### config.mk
export PLATFORM = sky130hd
export DESIGN_NAME = music_command_stream_player
export DESIGN_NICKNAME = d
export VERILOG_FILES = /design/src/rtl/msp_pkg.sv /design/src/rtl/msp_core.sv /design/src/rtl/msp_out.sv /design/src/rtl/music_command_stream_player.sv
export SDC_FILE = /design/constraint.sdc
export NUM_CORES = 1
export LEC_CHECK = 0
export BUFFER_PORTS_ARGS = -buffer_cell sky130_fd_sc_hd__buf_2
export CELL_PAD_IN_SITES_DETAIL_PLACEMENT = 2
export CELL_PAD_IN_SITES_GLOBAL_PLACEMENT = 2
export CORE_ASPECT_RATIO = 0.9
export CORE_MARGIN = 2
export CORE_UTILIZATION = 35
export DETAILED_ROUTE_END_ITERATION = 10
export PLACE_DENSITY_LB_ADDON = 0.1
export RECOVER_POWER = 25
export SYNTH_ARGS = -nofsm -noshare
export SYNTH_HDL_FRONTEND = slang
export SYNTH_SLANG_ARGS = --single-unit
export TNS_END_PERCENT = 10
### constraint.sdc
create_clock -name clk_i -period 3.3 [get_ports clk_i]
set_input_delay 0.165 -clock clk_i [delete_from_list [all_inputs] [get_ports clk_i]]
set_output_delay 0.165 -clock clk_i [all_outputs]
set_load 0.05 [all_outputs]
### src/rtl/msp_pkg.sv
// shared types, codes and helpers for the music command stream player
`timescale 1ns / 1ps
`default_nettype none

package msp_pkg;

  typedef enum logic [2:0] {
    OP_BYTE  = 3'd0,
    OP_TICK  = 3'd1,
    OP_PLAY  = 3'd2,
    OP_PAUSE = 3'd3,
    OP_STOP  = 3'd4,
    OP_LOAD  = 3'd5
  } op_e;

  typedef enum logic [2:0] {
    K_SND     = 3'd0,
    K_FM      = 3'd1,
    K_FETCH   = 3'd2,
    K_END     = 3'd3,
    K_SILENCE = 3'd4,
    K_REWIND  = 3'd5
  } kind_e;

  localparam logic [1:0] ST_NOSONG  = 2'd0;
  localparam logic [1:0] ST_STOPPED = 2'd1;
  localparam logic [1:0] ST_PLAYING = 2'd2;
  localparam logic [1:0] ST_PAUSED  = 2'd3;

  localparam logic [1:0] PH_CMD   = 2'd0;
  localparam logic [1:0] PH_SND   = 2'd1;
  localparam logic [1:0] PH_FMREG = 2'd2;
  localparam logic [1:0] PH_FMDAT = 2'd3;

  localparam logic [7:0] PSG_BASE_RST = 8'hC0;
  localparam int unsigned MAX_RES = 3;

  typedef struct packed {
    logic [2:0] operation;
    logic [7:0] stream_byte;
    logic       header_valid;
  } item_t;

  typedef struct packed {
    logic [2:0] kind;
    logic [7:0] reg_addr;
    logic [7:0] reg_data;
    logic       last;
  } res_t;

  typedef struct packed {
    logic [1:0]             cnt;
    res_t [MAX_RES-1:0]     res;
  } bundle_t;

  function automatic res_t mk_res(kind_e kind, logic [7:0] addr, logic [7:0] data);
    res_t r;
    r.kind     = kind;
    r.reg_addr = addr;
    r.reg_data = data;
    r.last     = 1'b0;
    return r;
  endfunction

endpackage

`default_nettype wire

### src/rtl/msp_core.sv
// play state, delay counter and stream parser with per-item result decode
`timescale 1ns / 1ps
`default_nettype none

module msp_core (
  input  wire logic            clk_i,
  input  wire logic            rst_ni,
  input  wire msp_pkg::item_t  item_i,
  input  wire logic            fire_i,
  input  wire logic [7:0]      psg_base_i,
  output msp_pkg::bundle_t     bundle_o
);

  logic [1:0] state_q, state_d;
  logic [6:0] delay_q, delay_d;
  logic       fetching_q, fetching_d;
  logic [1:0] phase_q, phase_d;
  logic [5:0] offset_q, offset_d;
  logic [5:0] pairs_q, pairs_d;
  logic [7:0] fmreg_q, fmreg_d;

  msp_pkg::res_t [msp_pkg::MAX_RES-1:0] r;
  logic [1:0] cnt;
  logic [7:0] b;

  assign b = item_i.stream_byte;

  always_comb begin
    state_d    = state_q;
    delay_d    = delay_q;
    fetching_d = fetching_q;
    phase_d    = phase_q;
    offset_d   = offset_q;
    pairs_d    = pairs_q;
    fmreg_d    = fmreg_q;
    cnt        = 2'd0;
    for (int i = 0; i < msp_pkg::MAX_RES; i++) begin
      r[i] = msp_pkg::mk_res(msp_pkg::K_SILENCE, 8'd0, 8'd0);
    end
    case (item_i.operation)
      msp_pkg::OP_BYTE: begin
        if (fetching_q) begin
          case (phase_q)
            msp_pkg::PH_CMD: begin
              if (b[7:6] == 2'b00) begin
                offset_d = b[5:0];
                phase_d  = msp_pkg::PH_SND;
                r[0]     = msp_pkg::mk_res(msp_pkg::K_FETCH, 8'd0, 8'd0);
                cnt      = 2'd1;
              end else if (b[7:6] == 2'b01) begin
                pairs_d = b[5:0];
                if (b[5:0] != 6'd0) begin
                  phase_d = msp_pkg::PH_FMREG;
                end
                r[0] = msp_pkg::mk_res(msp_pkg::K_FETCH, 8'd0, 8'd0);
                cnt  = 2'd1;
              end else begin
                delay_d    = b[6:0];
                fetching_d = 1'b0;
                phase_d    = msp_pkg::PH_CMD;
                if (b[6:0] == 7'd0) begin
                  r[0] = msp_pkg::mk_res(msp_pkg::K_END, 8'd0, 8'd0);
                  cnt  = 2'd1;
                  if (state_q != msp_pkg::ST_NOSONG) begin
                    state_d  = msp_pkg::ST_STOPPED;
                    delay_d  = 7'd1;
                    offset_d = 6'd0;
                    pairs_d  = 6'd0;
                    fmreg_d  = 8'd0;
                    r[1]     = msp_pkg::mk_res(msp_pkg::K_REWIND, 8'd0, 8'd0);
                    r[2]     = msp_pkg::mk_res(msp_pkg::K_SILENCE, 8'd0, 8'd0);
                    cnt      = 2'd3;
                  end
                end
              end
            end
            msp_pkg::PH_SND: begin
              r[0]    = msp_pkg::mk_res(msp_pkg::K_SND,
                                        8'(psg_base_i + {2'b00, offset_q}), b);
              r[1]    = msp_pkg::mk_res(msp_pkg::K_FETCH, 8'd0, 8'd0);
              cnt     = 2'd2;
              phase_d = msp_pkg::PH_CMD;
            end
            msp_pkg::PH_FMREG: begin
              fmreg_d = b;
              phase_d = msp_pkg::PH_FMDAT;
              r[0]    = msp_pkg::mk_res(msp_pkg::K_FETCH, 8'd0, 8'd0);
              cnt     = 2'd1;
            end
            default: begin
              r[0]    = msp_pkg::mk_res(msp_pkg::K_FM, fmreg_q, b);
              r[1]    = msp_pkg::mk_res(msp_pkg::K_FETCH, 8'd0, 8'd0);
              cnt     = 2'd2;
              pairs_d = pairs_q - 6'd1;
              phase_d = (pairs_q != 6'd1) ? msp_pkg::PH_FMREG : msp_pkg::PH_CMD;
            end
          endcase
        end
      end
      msp_pkg::OP_TICK: begin
        if (state_q == msp_pkg::ST_PLAYING && !fetching_q) begin
          delay_d = delay_q - 7'd1;
          if (delay_q == 7'd1) begin
            fetching_d = 1'b1;
            phase_d    = msp_pkg::PH_CMD;
            r[0]       = msp_pkg::mk_res(msp_pkg::K_FETCH, 8'd0, 8'd0);
            cnt        = 2'd1;
          end
        end
      end
      msp_pkg::OP_PLAY: begin
        if (state_q != msp_pkg::ST_NOSONG) begin
          state_d = msp_pkg::ST_PLAYING;
        end
      end
      msp_pkg::OP_PAUSE: begin
        if (state_q == msp_pkg::ST_PLAYING) begin
          state_d = msp_pkg::ST_PAUSED;
          r[0]    = msp_pkg::mk_res(msp_pkg::K_SILENCE, 8'd0, 8'd0);
          cnt     = 2'd1;
        end
      end
      msp_pkg::OP_STOP: begin
        if (state_q != msp_pkg::ST_NOSONG) begin
          state_d    = msp_pkg::ST_STOPPED;
          delay_d    = 7'd1;
          fetching_d = 1'b0;
          phase_d    = msp_pkg::PH_CMD;
          offset_d   = 6'd0;
          pairs_d    = 6'd0;
          fmreg_d    = 8'd0;
          r[0]       = msp_pkg::mk_res(msp_pkg::K_REWIND, 8'd0, 8'd0);
          r[1]       = msp_pkg::mk_res(msp_pkg::K_SILENCE, 8'd0, 8'd0);
          cnt        = 2'd2;
        end
      end
      msp_pkg::OP_LOAD: begin
        if (state_q != msp_pkg::ST_NOSONG) begin
          r[0] = msp_pkg::mk_res(msp_pkg::K_REWIND, 8'd0, 8'd0);
          r[1] = msp_pkg::mk_res(msp_pkg::K_SILENCE, 8'd0, 8'd0);
          cnt  = 2'd2;
        end
        state_d    = item_i.header_valid ? msp_pkg::ST_STOPPED : msp_pkg::ST_NOSONG;
        delay_d    = 7'd1;
        fetching_d = 1'b0;
        phase_d    = msp_pkg::PH_CMD;
        offset_d   = 6'd0;
        pairs_d    = 6'd0;
        fmreg_d    = 8'd0;
      end
      default: begin
      end
    endcase
    for (int i = 0; i < msp_pkg::MAX_RES; i++) begin
      r[i].last = (cnt != 2'd0) && (2'(i) == cnt - 2'd1);
    end
  end

  assign bundle_o.cnt = cnt;
  assign bundle_o.res = r;

  always_ff @(posedge clk_i or negedge rst_ni) begin
    if (!rst_ni) begin
      state_q    <= msp_pkg::ST_NOSONG;
      delay_q    <= 7'd1;
      fetching_q <= 1'b0;
      phase_q    <= msp_pkg::PH_CMD;
      offset_q   <= 6'd0;
      pairs_q    <= 6'd0;
      fmreg_q    <= 8'd0;
    end else if (fire_i) begin
      state_q    <= state_d;
      delay_q    <= delay_d;
      fetching_q <= fetching_d;
      phase_q    <= phase_d;
      offset_q   <= offset_d;
      pairs_q    <= pairs_d;
      fmreg_q    <= fmreg_d;
    end
  end

`ifndef ASSERT_OFF
  a_fetch_needs_song: assert property (@(posedge clk_i) disable iff (!rst_ni)
    fetching_q |-> (state_q == msp_pkg::ST_PLAYING || state_q == msp_pkg::ST_PAUSED))
    else $error("fetch active without a playing or paused song");

  a_phase_needs_fetch: assert property (@(posedge clk_i) disable iff (!rst_ni)
    (phase_q != msp_pkg::PH_CMD) |-> fetching_q)
    else $error("parser mid-command outside a fetch");

  a_fm_pairs_pending: assert property (@(posedge clk_i) disable iff (!rst_ni)
    (phase_q == msp_pkg::PH_FMREG || phase_q == msp_pkg::PH_FMDAT) |-> (pairs_q != 6'd0))
    else $error("fm phase with no pairs left");
`endif

endmodule

`default_nettype wire

### src/rtl/msp_out.sv
// result register that hands out one result of a bundle per transfer
`timescale 1ns / 1ps
`default_nettype none

module msp_out (
  input  wire logic                                  clk_i,
  input  wire logic                                  rst_ni,
  input  wire logic                                  load_i,
  input  wire msp_pkg::res_t [msp_pkg::MAX_RES-1:0]  res_i,
  output logic                                       free_o,
  output logic                                       out_valid_o,
  input  wire logic                                  out_stall_i,
  output msp_pkg::res_t                              out_data_o
);

  logic                                  vld_q;
  logic [1:0]                            idx_q;
  msp_pkg::res_t [msp_pkg::MAX_RES-1:0]  res_q;
  msp_pkg::res_t                         cur;
  logic                                  take;
  logic                                  last_xfer;

  always_comb begin
    case (idx_q)
      2'd0:    cur = res_q[0];
      2'd1:    cur = res_q[1];
      default: cur = res_q[2];
    endcase
  end

  assign take        = vld_q && !out_stall_i;
  assign last_xfer   = take && cur.last;
  assign free_o      = !vld_q || last_xfer;
  assign out_valid_o = vld_q;
  assign out_data_o  = cur;

  always_ff @(posedge clk_i or negedge rst_ni) begin
    if (!rst_ni) begin
      vld_q <= 1'b0;
      idx_q <= 2'd0;
    end else if (load_i) begin
      vld_q <= 1'b1;
      idx_q <= 2'd0;
    end else if (last_xfer) begin
      vld_q <= 1'b0;
    end else if (take) begin
      idx_q <= idx_q + 2'd1;
    end
  end

  always_ff @(posedge clk_i) begin
    if (load_i) begin
      res_q <= res_i;
    end
  end

endmodule

`default_nettype wire

### src/rtl/music_command_stream_player.sv
// top level of the music command stream player
// an item enters the input register and is decoded there; an item with results is loaded
// into the result register once free; each result transfers when the output does not stall
// throughput: one item per cycle while each item gives at most one result and the output does not stall;
// an item with n results holds the result register for n output transfers
// reset: asynchronous active low, no song loaded, psg base 0xC0, all buffers empty
`timescale 1ns / 1ps
`default_nettype none

module music_command_stream_player (
  input  wire logic            clk_i,
  input  wire logic            rst_ni,
  input  wire logic            in_valid_i,
  output logic                 in_stall_o,
  input  wire msp_pkg::item_t  in_data_i,
  output logic                 out_valid_o,
  input  wire logic            out_stall_i,
  output msp_pkg::res_t        out_data_o,
  input  wire logic            cfg_valid_i,
  output logic                 cfg_ready_o,
  input  wire logic [7:0]      cfg_data_i
);

  logic             in_vld_q;
  msp_pkg::item_t   in_q;
  logic [7:0]       psg_base_q;
  msp_pkg::bundle_t bundle;
  logic             fire;
  logic             load;
  logic             free;
  logic             accept;

  assign cfg_ready_o = 1'b1;

  always_ff @(posedge clk_i or negedge rst_ni) begin
    if (!rst_ni) begin
      psg_base_q <= msp_pkg::PSG_BASE_RST;
    end else if (cfg_valid_i && cfg_ready_o) begin
      psg_base_q <= cfg_data_i;
    end
  end

  // an item with no results retires even while the result register is busy
  assign fire       = in_vld_q && (bundle.cnt == 2'd0 || free);
  assign load       = fire && (bundle.cnt != 2'd0);
  assign in_stall_o = in_vld_q && !fire;
  assign accept     = in_valid_i && !in_stall_o;

  always_ff @(posedge clk_i or negedge rst_ni) begin
    if (!rst_ni) begin
      in_vld_q <= 1'b0;
    end else if (accept) begin
      in_vld_q <= 1'b1;
    end else if (fire) begin
      in_vld_q <= 1'b0;
    end
  end

  always_ff @(posedge clk_i) begin
    if (accept) begin
      in_q <= in_data_i;
    end
  end

  msp_core u_core (
    .clk_i      (clk_i),
    .rst_ni     (rst_ni),
    .item_i     (in_q),
    .fire_i     (fire),
    .psg_base_i (psg_base_q),
    .bundle_o   (bundle)
  );

  msp_out u_out (
    .clk_i       (clk_i),
    .rst_ni      (rst_ni),
    .load_i      (load),
    .res_i       (bundle.res),
    .free_o      (free),
    .out_valid_o (out_valid_o),
    .out_stall_i (out_stall_i),
    .out_data_o  (out_data_o)
  );

`ifndef ASSERT_OFF
  a_bundle_holds: assert property (@(posedge clk_i) disable iff (!rst_ni)
    (out_valid_o && !out_stall_i && !out_data_o.last) |=> out_valid_o)
    else $error("result bundle dropped before its last transfer");

  a_load_only_when_free: assert property (@(posedge clk_i) disable iff (!rst_ni)
    load |-> free)
    else $error("result register overwritten while busy");

  a_stall_means_pending: assert property (@(posedge clk_i) disable iff (!rst_ni)
    in_stall_o |-> (out_valid_o && bundle.cnt != 2'd0))
    else $error("input stalled with no pending result");
`endif

endmodule

`default_nettype wire
# ---- After elaboration in Yosys (flattened, before gate mapping)
# Index checks and enable logic that the tools add are counted.
dict set report classes {
  order_cmp 0
  div_mod_pow 0
  n_addsub 5
  shift 0
  multipliers 0
  reduce_logical 44
  mux 90
  bitwise 4
  eq_ne 34
}
# operator count
set ops {}
lappend ops {{two-way mux 40 bit} 3}
lappend ops {{one-hot mux 20 bit (2 select lines)} 3}
lappend ops {{one-hot mux 20 bit (3 select lines)} 2}
lappend ops {{two-way mux 20 bit} 4}
lappend ops {{two-way mux 6 bit} 11}
lappend ops {{two-way mux 60 bit} 1}
lappend ops {{two-way mux 7 bit} 8}
lappend ops {{two-way mux 2 bit} 25}
lappend ops {{two-way mux 8 bit} 5}
lappend ops {{one-hot mux 6 bit (3 select lines)} 2}
lappend ops {{one-hot mux 7 bit (4 select lines)} 1}
lappend ops {{one-hot mux 8 bit (3 select lines)} 1}
lappend ops {{two-way mux 18 bit} 1}
lappend ops {{one-hot mux 2 bit (4 select lines)} 2}
lappend ops {{one-hot mux 8 bit (2 select lines)} 1}
lappend ops {{two-way mux 1 bit} 15}
lappend ops {{inequality test 2 x 1 -> 1 bit, second input constant} 7}
lappend ops {{AND reduction 7 bit} 2}
lappend ops {{one-hot mux 6 bit (2 select lines)} 1}
lappend ops {{AND reduction 6 bit} 2}
lappend ops {{logical AND 1 bit} 10}
lappend ops {{logical NOT 2 bit} 5}
lappend ops {{inequality test 2 bit, second input constant} 5}
lappend ops {{one-hot mux 2 bit (5 select lines)} 1}
lappend ops {{other kinds (38)} 59}
dict set report word_totals {
  output_inout_bits 23
  in_bits 25
  mem_count 0
  latch_bits 0
  ramBits 0
  regBits 116
  mem_bits_ro 0
}

# ---- Logic depth before layout (Yosys ltp)
# Gate-level depths: netlist of run 1.
dict set report logic_depth {
  word_depth 16
  mapped_depth 9
  mapped_depth_nobuf 8
}

# ---- Hierarchy
# Synthesis of run 1 repeated with hierarchy kept, for this count alone.
dict set report hier_totals {
  hier_cells 561
  area_unflattened_um2 6058.3
}
# module n_inst area_per_inst_um2 cells_each
set by_module_without_submodules {}
lappend by_module_without_submodules {msp_core 1 2952.8 378}
lappend by_module_without_submodules {msp_out 1 2332.2 143}
lappend by_module_without_submodules {music_command_stream_player 1 773.2 40}

# ---- Worst setup path before layout of run 1
# Ideal clock, no wire load.
dict set report synth_path {
  kind {register to register}
  startpoint {register u_core.phase_q[0]}
  endpoint {register u_out.res_q[0] (netlist bit), enable pin}
  arrival_ns 2.883
  setup_slack_ns 0.004
  stages_incl_launch_ff 8
  n_path_buf 0
  period_less_slack_ns 3.296
  setup_time_ns 0.413
  required_ns 2.887
  cell_sequence {dfrtp_1 > inv_1 > ha_1 > nand4b_2 > or4_4 > o21ai_2 > o21ai_0 > nor2b_1}
}
dict set report synth_via {
  elab_chain_len 8
  elab_cells_between_ends 10
  classes_between {1 x eq/ne; 3 x mux; 6 x reduce/logical}
}
# element line_no
set synth_lines {}
lappend synth_lines {{start, declared} msp_core.sv:17} ;# logic [1:0] phase_q, phase_d;
lappend synth_lines {{start signal, assigned} msp_core.sv:167} ;# phase_q <= msp_pkg::PH_CMD;
lappend synth_lines {{start signal, assigned} msp_core.sv:175} ;# phase_q <= phase_d;
lappend synth_lines {{== test 2 bit or logical NOT 2 bit (tied branches)} msp_core.sv:43} ;# case (phase_q)
lappend synth_lines {{one-hot mux 2 bit (2 select lines) (*)} msp_core.sv:43}
lappend synth_lines {{two-way mux 2 bit (*)} msp_core.sv:42} ;# if (fetching_q) begin
lappend synth_lines {{one-hot mux 2 bit (4 select lines) (*)} msp_core.sv:40} ;# case (item_i.operation)
lappend synth_lines {{logical NOT 2 bit} music_command_stream_player.sv:44} ;# assign fire = in_vld_q && (bundle.cnt == 2'd0 || free);
lappend synth_lines {{logical OR 1 bit} music_command_stream_player.sv:44}
lappend synth_lines {{logical AND 1 bit} music_command_stream_player.sv:44}
lappend synth_lines {{logical AND 1 bit (*)} music_command_stream_player.sv:45} ;# assign load = fire && (bundle.cnt != 2'd0);
lappend synth_lines {{via load} music_command_stream_player.sv:29} ;# logic load;
lappend synth_lines {{end signal, assigned} msp_out.sv:53} ;# res_q <= res_i;
lappend synth_lines {{end, declared} msp_out.sv:18} ;# msp_pkg::res_t [msp_pkg::MAX_RES-1:0] res_q;
# The timed path passes the listed nets; every way through them passes the cells marked *.
# A chain may end at the register's enable or synchronous reset.

# ---- Worst setup path after layout of run 1
dict set report layout_path {
  startpoint {register u_core.phase_q[1]}
  endpoint {output port in_stall_o}
}
dict set report layout_via {
  elab_chain_len 9
  elab_cells_between_ends 10
  classes_between {1 x eq/ne; 3 x mux; 6 x reduce/logical}
}
# element line_no
set layout_lines {}
lappend layout_lines {{== test 2 bit or logical NOT 2 bit (tied branches)} msp_core.sv:43}
lappend layout_lines {{one-hot mux 2 bit (2 select lines) (*)} msp_core.sv:43}
lappend layout_lines {{two-way mux 2 bit (*)} msp_core.sv:42}
lappend layout_lines {{one-hot mux 2 bit (4 select lines) (*)} msp_core.sv:40}
lappend layout_lines {{logical NOT 2 bit (*)} music_command_stream_player.sv:44}
lappend layout_lines {{logical OR 1 bit (*)} music_command_stream_player.sv:44}
lappend layout_lines {{logical AND 1 bit (*)} music_command_stream_player.sv:44}
lappend layout_lines {{logical NOT 1 bit (*)} music_command_stream_player.sv:46} ;# assign in_stall_o = in_vld_q && !fire;
lappend layout_lines {{logical AND 1 bit (*)} music_command_stream_player.sv:46}
lappend layout_lines {{end, declared} music_command_stream_player.sv:14} ;# output logic in_stall_o,
# Mark *: on every way between the ends. The rest lies on a longest branch, timed or not.

==> results.ini, run 1 <==
[status]
outcome=finished, violations left
failed_checks=max-capacitance violations, max-slew violations

[grt]
grt_usage_pct=21.29
overflow=0
grt_max_degree=30
grt_antenna_before_repair=0
grt_first_pass_wirelength_um=23210
grt_pass1_vias=4102

[sta]
min_period_ns=3.024
finalCritPeriodShare_pct=91.63
hold_viol=0
fin_ws_ns=0.2763
slew_violations=30
tightest_slew_ns=1.644
finalSetupTns_ns=0
setup_violations=0
max_freq_ghz=0.3307
skew_ns=0.007128
slew-limit-headroom_pct=-9.568
rsz0062_at_grt=false

[pwr]
p_total_uw=3795
vdd_drop_max_uv=404.7
leakage_uw=0.002311
powerDensity_mw_per_mm2=688.9

[final_layout]
drive_gt1_share_pct=23.14
syn_to_final_growth_pct=20.53
design_area_mm2=0.005509
n_antenna_cell=0
fin_nets=547
fillerInstances=1362
instances_no_fill=674
final_cell_mix=buf_2, dfrtp_1, edfxtp_1
final_common_cell=buf_2

[floorplan]
die_area_mm2=0.01399
die_h_um=112.4
core_area_mm2=0.01274
die_w_um=124.5
initial_core_util_pct=35.89
pin_count=48
fp-row-count=39

[synthesis]
yosys_warnings=0
syn_avg_cell_area_um2=10.65
syn-cell-area_mm2=0.004571
synth_cell_types=72
ys_seq_elements=81
postSynthCellCount=429
synth-main-ff-cell=dfrtp_1
seq_area_frac_synth_pct=48.48
async_flop_share_pct=54.32
synth_nets=471
synth-edff-count=37

[clocking]
clock_sinks=81
clock_path_buffers=2
clkLatencyLatePin_ns=0.35
clk_root_buffer_cell=clkbuf_16
cts_tree=done
numCtsBuffers=9
clk_pin_slew_ns=0.06
cts-htree-levels=3
cts_setup_buffers=0

[setup_path]
cp-end-kind=output port
cp.required_ns=3.13
setup.worst_path.start_class=register
critical-path-max-stage-delay_ns=0.55
crit_chain=inv_1 > ha_1 > nand4b_2 > or4_4 > o21ai_2 > o21ai_0 > nor2_1 > buf_2
critical_path.max_fanout=6
crit_path_top_delay_cell=or4_4
arrival_ns=2.86
worst-setup-path-type=register to output port

[placed_design]
port_buffers=46
pre_cts_ws_ns=0.05631
place_area_mm2=0.005097
place_congestion=0.8747
dp_hpwl_um=10640
dp.cells=645

[hold_path]
hold_path_class=input pin to register

[route]
drc_errors=0
ant_nets=0
dr.first_iter.drc_count=188
wl_per_cell_um=20.80
route.vias.total=3691
routed_wirelength_um=14020
vias_per_cell=5.476
drt_first_pass_iters=4

[run]
maxCapViolCount=1

==> through the flow <==
| stage | util [%] | hold slack [ns] |
|---|---|---|
| 2_1_floorplan | - | -0.1306 |
| 3_3_place_gp | 40.02 | 0.1276 |
| 3_5_place_dp | 40.02 | 0.1429 |
| 4_1_cts | 43.30 | 0.02225 |
| 5_1_grt | 43.26 | 0.02046 |
| 6_report | 43.26 | 0.02251 |
==> worst max-delay path, delay by kind of cell, from the launching register on <==
family | cells | cell delay, ns
adder cells (fa/ha/maj) | 1 | 0.25
flip-flops | 1 | 0.44
AND/OR/NAND/NOR | 3 | 0.93
AO/OA/AOI/OAI | 2 | 0.40
buffers and inverters | 2 | 0.47
==> cell families after synthesis <==
logic type / Yosys count / share of synthesized area [%]
mux: 13 / 3.230
buf+inv: 36 / 3.477
compound gates: 124 / 19.71
other cells: 1 / 0.08205
fa+ha+maj: 17 / 4.818
simple gates: 150 / 18.86
flops: 81 / 48.48
xor+xnor: 7 / 1.341
==> final timing paths <==
check	startpoint	to	depth (start not counted)	slack, ns
setup reg to reg	u_core.phase_q[0]	in_q[11]	8	0.46
min in group asynchronous	rst_ni	u_core.pairs_q[1]	2	0.55
setup / recovery	u_core.phase_q[1]	in_stall_o	8	0.28
hold reg to reg	u_core.fmreg_q[0]	u_core.fmreg_q[0]	1	0.52
hold / removal	in_valid_i	in_vld_q	2	0.02
max in group asynchronous	rst_ni	u_core.fmreg_q[1]	3	0.68
==> synthesized netlist by cell type (2+ instances only) <==
master	instances	share of area (%)
a211o_1	2	0.38
a211oi_1	6	0.99
a21o_1	5	0.82
a21oi_1	22	2.4
a221oi_1	3	0.57
a22o_1	20	3.8
a22o_2	4	0.88
a22oi_1	5	0.82
a31oi_1	3	0.41
a41oi_1	2	0.38
and2_1	26	3.6
and3_1	3	0.41
buf_2	4	0.44
buf_4	3	0.49
clkbuf_1	10	0.82
dfrtp_1	41	22
dfstp_2	3	1.7
edfxtp_1	37	24
ha_1	16	4.4
inv_1	17	1.4
mux2_2	10	2.5
mux2i_1	2	0.44
nand2_1	23	1.9
nand2b_1	5	0.68
nand3_1	8	0.88
nand4_1	3	0.41
nor2_1	34	2.8
nor2b_1	7	0.96
nor3_1	13	1.4
nor3b_1	4	0.66
nor4_1	2	0.27
o211ai_1	3	0.49
o21a_1	3	0.49
o21ai_0	20	2.2
o21ai_2	2	0.38
o21bai_1	2	0.33
o22ai_1	4	0.55
o31ai_1	8	1.3
or3_1	2	0.27
or4_1	4	0.66
or4_4	2	0.49
xnor2_1	4	0.77
xor2_1	3	0.57
==> area by class of cell <==
cell class	count	area, um2	area share, %
sequential	81	2216	40.22
multi-input combinational	312	2201	39.95
timing repair buffer	83	533.0	9.675
clock buffer	9	225.2	4.088
tap	164	205.2	3.725
inverter	18	67.56	1.226
clock inverter	7	61.31	1.113
==> metal layers <==
layer	global-route usage, %	routed length [um]
met5	0	0
met3	4.051	427
met2	35.96	6855
met4	4.944	195
met1	28.56	6537
==> report_power, final <==
part           leakage (uW)  switching, uW  total (uW)  internal, uW
logic               0.00126           1030        1500           467
clock network      0.000142            415         992           578
registers          0.000908            105        1300          1200
total               0.00231           1550        3790          2240
==> repair_timing <==
item / in CTS / in global routing
hold buffers: 13 / 0
endpoints found under the setup margin: 0 / 12
gates resized for setup: 0 / 1
endpoints found under the hold margin: 26 / 0
==> sequential cells by signal, indices dropped and copies added (netlist names) <==
signal and cells:
in_q 12, u_core.delay_q 7, u_core.pairs_q 6, psg_base_q 8, in_vld_q 1, u_core.offset_q 6
u_core.fetching_q 1, u_core.state_q 2, u_core.phase_q 2, u_out.out_valid_o 1, u_core.fmreg_q 8, u_out.res_q 25
u_out.idx_q 2
Note: power is estimated with default switching activity, not from simulation.
==> inputs of run 2 (changes only) <==
--- a/config.mk
+++ b/config.mk
@@ -5,7 +5,7 @@
 export SDC_FILE = /design/constraint.sdc
 export NUM_CORES = 1
 export LEC_CHECK = 0
-export BUFFER_PORTS_ARGS = -buffer_cell sky130_fd_sc_hd__buf_2
+export BUFFER_PORTS_ARGS = -buffer_cell sky130_fd_sc_hd__buf_4
 export CELL_PAD_IN_SITES_DETAIL_PLACEMENT = 2
 export CELL_PAD_IN_SITES_GLOBAL_PLACEMENT = 2
 export CORE_ASPECT_RATIO = 0.9
==> results.ini, run 2 (same netlist as run 1, synthesis figures left out) <==
[status]
outcome=finished, violations left
failed_checks=max-capacitance violations, max-slew violations

[hold_path]
hold_path_class=input pin to register
hp-start=in_valid_i

[sta]
max_freq_ghz=0.3423  ; +3.5%
finalCritPeriodShare_pct=88.53  ; -3.1 points
setup_violations=0  ; unchanged
tightest_slew_ns=2.690  ; +1.047 ns
rsz0062_at_grt=false
min_period_ns=2.921  ; -0.1023 ns
finalSetupTns_ns=0  ; unchanged
skew_ns=0.004717  ; -0.002411 ns
fin_ws_ns=0.3786  ; +0.1023 ns
slew-limit-headroom_pct=-79.34  ; -70 points
hold_viol=0  ; unchanged
slew_violations=45  ; +50%

[grt]
overflow=0  ; unchanged
grt_first_pass_wirelength_um=22970  ; -1.0%
use_met1_pct=29.59  ; +1.0 points
grt_pass1_vias=3961  ; -3.4%
grt_usage_pct=21.30  ; about the same
grt_use_met3_pct=5.338  ; +1.3 points
busiest_layer=met2
grt_max_degree=45  ; +50%
grtUsageMet2_pct=33.70  ; -2.3 points
grt_antenna_before_repair=0  ; unchanged

[pwr]
combPwrFrac_pct=39.5  ; about the same
netSwitchingFraction_pct=39.19  ; -1.7 points
seqPwrFrac_pct=33.1  ; -1.2 points
internal_power_uw=2398  ; +7.0%
leakage_uw=0.002344  ; +1.4%
powerDensity_mw_per_mm2=700.1  ; +1.6%
power.switching_uw=1545  ; -0.52%
clkPwrFrac_pct=27.4  ; +1.3 points
vdd_drop_max_uv=361.2  ; -11%

[floorplan]
die_h_um=112.4  ; unchanged
pin_count=48  ; unchanged
core_area_mm2=0.01274  ; unchanged
initial_core_util_pct=35.89  ; unchanged
die_w_um=124.5  ; unchanged
fp-row-count=39  ; unchanged
die_area_mm2=0.01399  ; unchanged

[route]
wl_per_cell_um=20.83  ; +0.16%
dr.first_iter.drc_count=170  ; -9.6%
routed_wirelength_um=13980  ; -0.29%
route.vias.total=3685  ; -0.16%
drc_errors=0  ; unchanged
drt_first_pass_iters=4  ; unchanged
vias_per_cell=5.492  ; +0.28%
ant_nets=0  ; unchanged

[clocking]
clkLatencyLatePin_ns=0.35  ; about the same
clock_sinks=81  ; unchanged
cts_setup_buffers=0  ; unchanged
clock_path_buffers=2  ; unchanged
cts_tree=done
clk_pin_slew_ns=0.06  ; about the same
numCtsBuffers=9  ; unchanged
clk_root_buffer_cell=clkbuf_16
cts-htree-levels=3  ; unchanged

[setup_path]
setup.worst_path.start_class=register
critPathCapture=in_stall_o
worst-setup-path-type=register to output port
critical_path.max_fanout=6  ; unchanged
arrival_ns=2.76  ; -0.10 ns
crit_path_top_delay_cell=or4_4
r2r_cells=9  ; +1
r2r-start=u_out.idx_q[0]
startpoint=u_core.phase_q[1]
cp-end-kind=output port
rr_endpoint=u_core.pairs_q[3]
cp.required_ns=3.13  ; about the same
reg2reg_slack_ns=0.49  ; +0.03 ns
crit_chain=inv_1 > ha_1 > nand4b_2 > or4_4 > o21ai_2 > o21ai_0 > nor2_1 > buf_4
critical-path-max-stage-delay_ns=0.55  ; about the same

[placed_design]
dp_hpwl_um=10350  ; -2.7%
pre_cts_ws_ns=0.1348  ; +0.07849 ns
place_congestion=0.8999  ; +2.9%
port_buffers=46  ; unchanged

[final_layout]
fin_nets=544  ; -0.55%
final_common_cell=buf_4
drive_gt1_share_pct=23.27  ; +0.14 points
reg_top3=u_out.res_q: 25 flops, in_q: 12 flops
top_register=u_out.res_q
syn_to_final_growth_pct=23.24
n_antenna_cell=0  ; unchanged
final_cell_mix=buf_4, dfrtp_1, edfxtp_1
largest_register_ffs=25  ; unchanged

[run]
maxCapViolCount=1  ; unchanged

==> run 2: cell count changes in the layout (fill, tap and decap cells not counted) <==
cell,delta
clkinv_2,-2
buf_4,+32
clkbuf_1,-2
buf_2,-43
clkbuf_4,+11
dlygate4sd3_1,-1
bufinv_16,+1
clkbuf_8,+1
==> run 2: critical path: cells and delay by family (launching register included) <==
family	cells	cell delay, ns
DFF	1	0.43
and+or+nand+nor	3	0.96
AOI/OAI and AO/OA	2	0.35
buffers and inverters	2	0.40
adders and majority gates	1	0.25
==> run 2: worst min-delay path by stage <==
stage	endpoint	slack, ns	cells past startpoint
after CTS	in_q[10]	0.006	1
after floorplan	in_vld_q	-0.13	0
after global routing	in_vld_q	0.01	2
after global placement	u_core.pairs_q[0]	0.23	1
after detailed placement	u_core.pairs_q[0]	0.23	1
final	in_vld_q	0.02	2
==> run 2: power by group through the flow <==
stage                     registers (uW)  clock network (uW)  logic (uW)
final                               1300                1080        1560
after global routing                1330                1150        1700
after CTS                           1310                1120        1570
after detailed placement            1330                   0        1550
after global placement              1310                   0        1520
after floorplan                     1310                   0        1070
==> run 2: final cells by class <==
cell class	count	area [um2]
clock inverters	6	81.33
multi-input cells	312	2201
repair buffers	80	623.1
flip-flops and latches	81	2216
clock buffers	10	239.0
well taps	164	205.2
fillers	1348	7103
inverters	18	67.56
==> run 2: routing by layer <==
metal	vias to the layer above	share of wire, %
met5	-	0
met4	0	1.4
met3	13	4.1
met2	67	47
met1	1867	48
li1	1738	-
==> run 2: per-stage QoR <==
step | util [%] | area [um2] | power, uW | std cells | hold slack [ns]
2_1_floorplan | - | 4571 | 2387 | 429 | -0.1306
3_3_place_gp | 40.81 | 5197 | 2828 | 643 | 0.2253
3_5_place_dp | 40.81 | 5197 | 2875 | 643 | 0.2313
4_1_cts | 44.27 | 5638 | 3997 | 671 | 0.005811
5_1_grt | 44.23 | 5633 | 4181 | 671 | 0.009721
6_report | 44.23 | 5633 | 3944 | 671 | 0.02159
==> run 2: what timing repair did <==
item,4_1_cts,5_1_grt
gates resized for setup,0,1
hold endpoints to repair,52,0
hold buffers,12,0
setup endpoints to repair,0,12
==> inputs of run 3 (changes only) <==
--- a/config.mk
+++ b/config.mk
@@ -9,7 +9,7 @@
 export CELL_PAD_IN_SITES_DETAIL_PLACEMENT = 2
 export CELL_PAD_IN_SITES_GLOBAL_PLACEMENT = 2
 export CORE_ASPECT_RATIO = 0.9
-export CORE_MARGIN = 2
+export CORE_MARGIN = 5
 export CORE_UTILIZATION = 35
 export DETAILED_ROUTE_END_ITERATION = 10
 export PLACE_DENSITY_LB_ADDON = 0.1
==> results.ini, run 3 (same netlist as run 1, synthesis figures left out) <==
[route]
wl_per_cell_um=20.96  ; +0.65%
drt_first_pass_iters=4  ; unchanged
ant_nets=0  ; unchanged
drc_errors=0  ; unchanged
routed_wirelength_um=14070  ; +0.65%
route.vias.total=3723  ; +1.0%
dr.first_iter.drc_count=131  ; -23%
vias_per_cell=5.548  ; +1.0%

[clocking]
clkLatencyLatePin_ns=0.35  ; about the same
clock_sinks=81  ; unchanged
cts-htree-levels=3  ; unchanged
cts_tree=done
clock_path_buffers=2  ; unchanged
clk_root_buffer_cell=clkbuf_16
clk_pin_slew_ns=0.06  ; about the same
cts_setup_buffers=0  ; unchanged
numCtsBuffers=9  ; unchanged

[status]
outcome=finished clean

[setup_path]
crit_path_top_delay_cell=or4_4
setup.worst_path.start_class=register
cp_top_family=simple AND/OR/NAND/NOR gates
crit_chain=inv_1 > ha_1 > nand4b_2 > or4_4 > o21ai_2 > o21ai_0 > nor2_1 > buf_4
r2r-start=u_core.phase_q[0]
critPathBufInv=2  ; unchanged
r2r_cells=8  ; -1
arrival_ns=2.73  ; -0.03 ns
rr_endpoint=in_q[7]
worst-setup-path-type=register to output port
critical_path.max_fanout=6  ; unchanged
critical-path-max-stage-delay_ns=0.55  ; about the same
cp-end-kind=output port
reg2reg_slack_ns=0.47  ; -0.02 ns
cp.required_ns=3.13  ; about the same

[final_layout]
register_area_mm2=0.002216  ; unchanged
fin_nets=544  ; unchanged
fillerInstances=1325  ; -1.7%
instances_no_fill=671  ; unchanged
drive_gt1_share_pct=23.27  ; unchanged
final_cell_mix=buf_4, dfrtp_1, edfxtp_1
reg_top3=u_out.res_q: 25 flops, in_q: 12 flops
multi_input_area_mm2=0.002201  ; unchanged
n_antenna_cell=0  ; unchanged
top_register=u_out.res_q
largest_register_ffs=25  ; unchanged
final_common_cell=buf_4
syn_to_final_growth_pct=23.32  ; about the same

[grt]
grt_antenna_before_repair=0  ; unchanged
grt_usage_pct=19.40  ; -1.9 points
grt_max_degree=45  ; unchanged
grt_pass1_vias=4127  ; +4.2%
grt_first_pass_wirelength_um=23140  ; +0.72%
overflow=0  ; unchanged

[sta]
setup_violations=0  ; unchanged
hold_viol=0  ; unchanged
finalSetupTns_ns=0  ; unchanged
slew_violations=0  ; -100%
tightest_slew_ns=1.225  ; -1.465 ns
min_period_ns=2.897  ; -0.02401 ns
skew_ns=0.009038  ; +0.004321 ns
finalCritPeriodShare_pct=87.80  ; -0.73 points
max_freq_ghz=0.3451  ; +0.83%
slew-limit-headroom_pct=18.33  ; +98 points
rsz0062_at_grt=false

[pwr]
vdd_drop_max_uv=377.4  ; +4.5%
leakage_uw=0.002350  ; +0.22%
powerDensity_mw_per_mm2=693.3  ; -0.98%
p_total_uw=3908  ; -0.91%

[floorplan]
pin_count=48  ; unchanged
die_w_um=130.5  ; +4.8%
core_area_mm2=0.01274  ; unchanged
initial_core_util_pct=35.89  ; unchanged
fp-row-count=39  ; unchanged
die_h_um=118.4  ; +5.3%
die_area_mm2=0.01545  ; +10%

[placed_design]
dp_hpwl_um=10590  ; +2.3%
port_buffers=46  ; unchanged
place_congestion=0.8551  ; -5.0%
dp.cells=642  ; -0.16%

[hold_path]
hold_end=in_vld_q
hold_path_class=input pin to register
hp-start=in_valid_i
min_delay_path_depth=2  ; unchanged

[run]
maxCapViolCount=0  ; -1

## run 3: changes by cell type in the layout (fill, tap and decap cells not counted), sizes merged
| cell | delta |
|---|---|
| bufinv | -1 |
| clkinvlp | -1 |
| clkinv | -2 |
| dlygate4sd3 | +1 |
| inv | +1 |
| clkbuf | +3 |
| buf | -1 |
## run 3: how the worst max path moves through the flow
stage                 startpoint        endpoint  slack [ns]  depth (start not counted)
3_5_place_dp   u_core.phase_q[0]         in_q[6]        0.08                          8
2_1_floorplan  u_core.phase_q[0]  u_out.res_q[0]       0.004                          7
5_1_grt        u_core.delay_q[2]      in_stall_o        0.13                          6
3_3_place_gp   u_core.phase_q[0]         in_q[6]        0.27                          8
4_1_cts        u_core.phase_q[0]         in_q[7]        0.06                          8
6_report       u_core.phase_q[1]      in_stall_o        0.40                          8
## run 3: layout make-up
| class | count | area share, % |
|---|---|---|
| timing repair buffer | 80 | 11.19 |
| clock inverter | 3 | 0.7991 |
| inverter | 18 | 1.199 |
| sequential | 81 | 39.31 |
| clock buffer | 13 | 4.817 |
| multi-input combinational | 312 | 39.05 |
| tap | 164 | 3.640 |
## run 3: per-stage QoR
step | area, um2 | hold slack (ns) | setup WS [ns] | util [%]
finish | 5637 | 0.01628 | 0.4026 | 44.26
global route | 5637 | 0.006222 | 0.1251 | 44.26
detailed placement | 5190 | 0.2293 | 0.08378 | 40.75
CTS | 5637 | 0.003364 | 0.05967 | 44.26
floorplan | 4571 | -0.1306 | 0.004198 | -
global placement | 5190 | 0.2236 | 0.2698 | 40.75
## run 3: where the power goes
part	leakage [uW]	internal (uW)	switching (uW)
clock network	0.000155	655	400
registers	0.000908	1200	107
logic	0.00129	518	1030
total	0.00235	2370	1540
## run 3: metal layers
layer,up-vias,share of wire (%),track usage [%]
li1,1753,-,-
met1,1899,46,26.27
met2,58,49,32.05
met3,13,3.9,4.871
met4,0,0.72,3.085
met5,-,0,0
## run 3: repair_timing
action / in CTS / in global routing
hold buffers: 13 / 0
resized for setup: 0 / 1
endpoints found under the setup margin: 0 / 12
hold endpoints to repair: 53 / 0
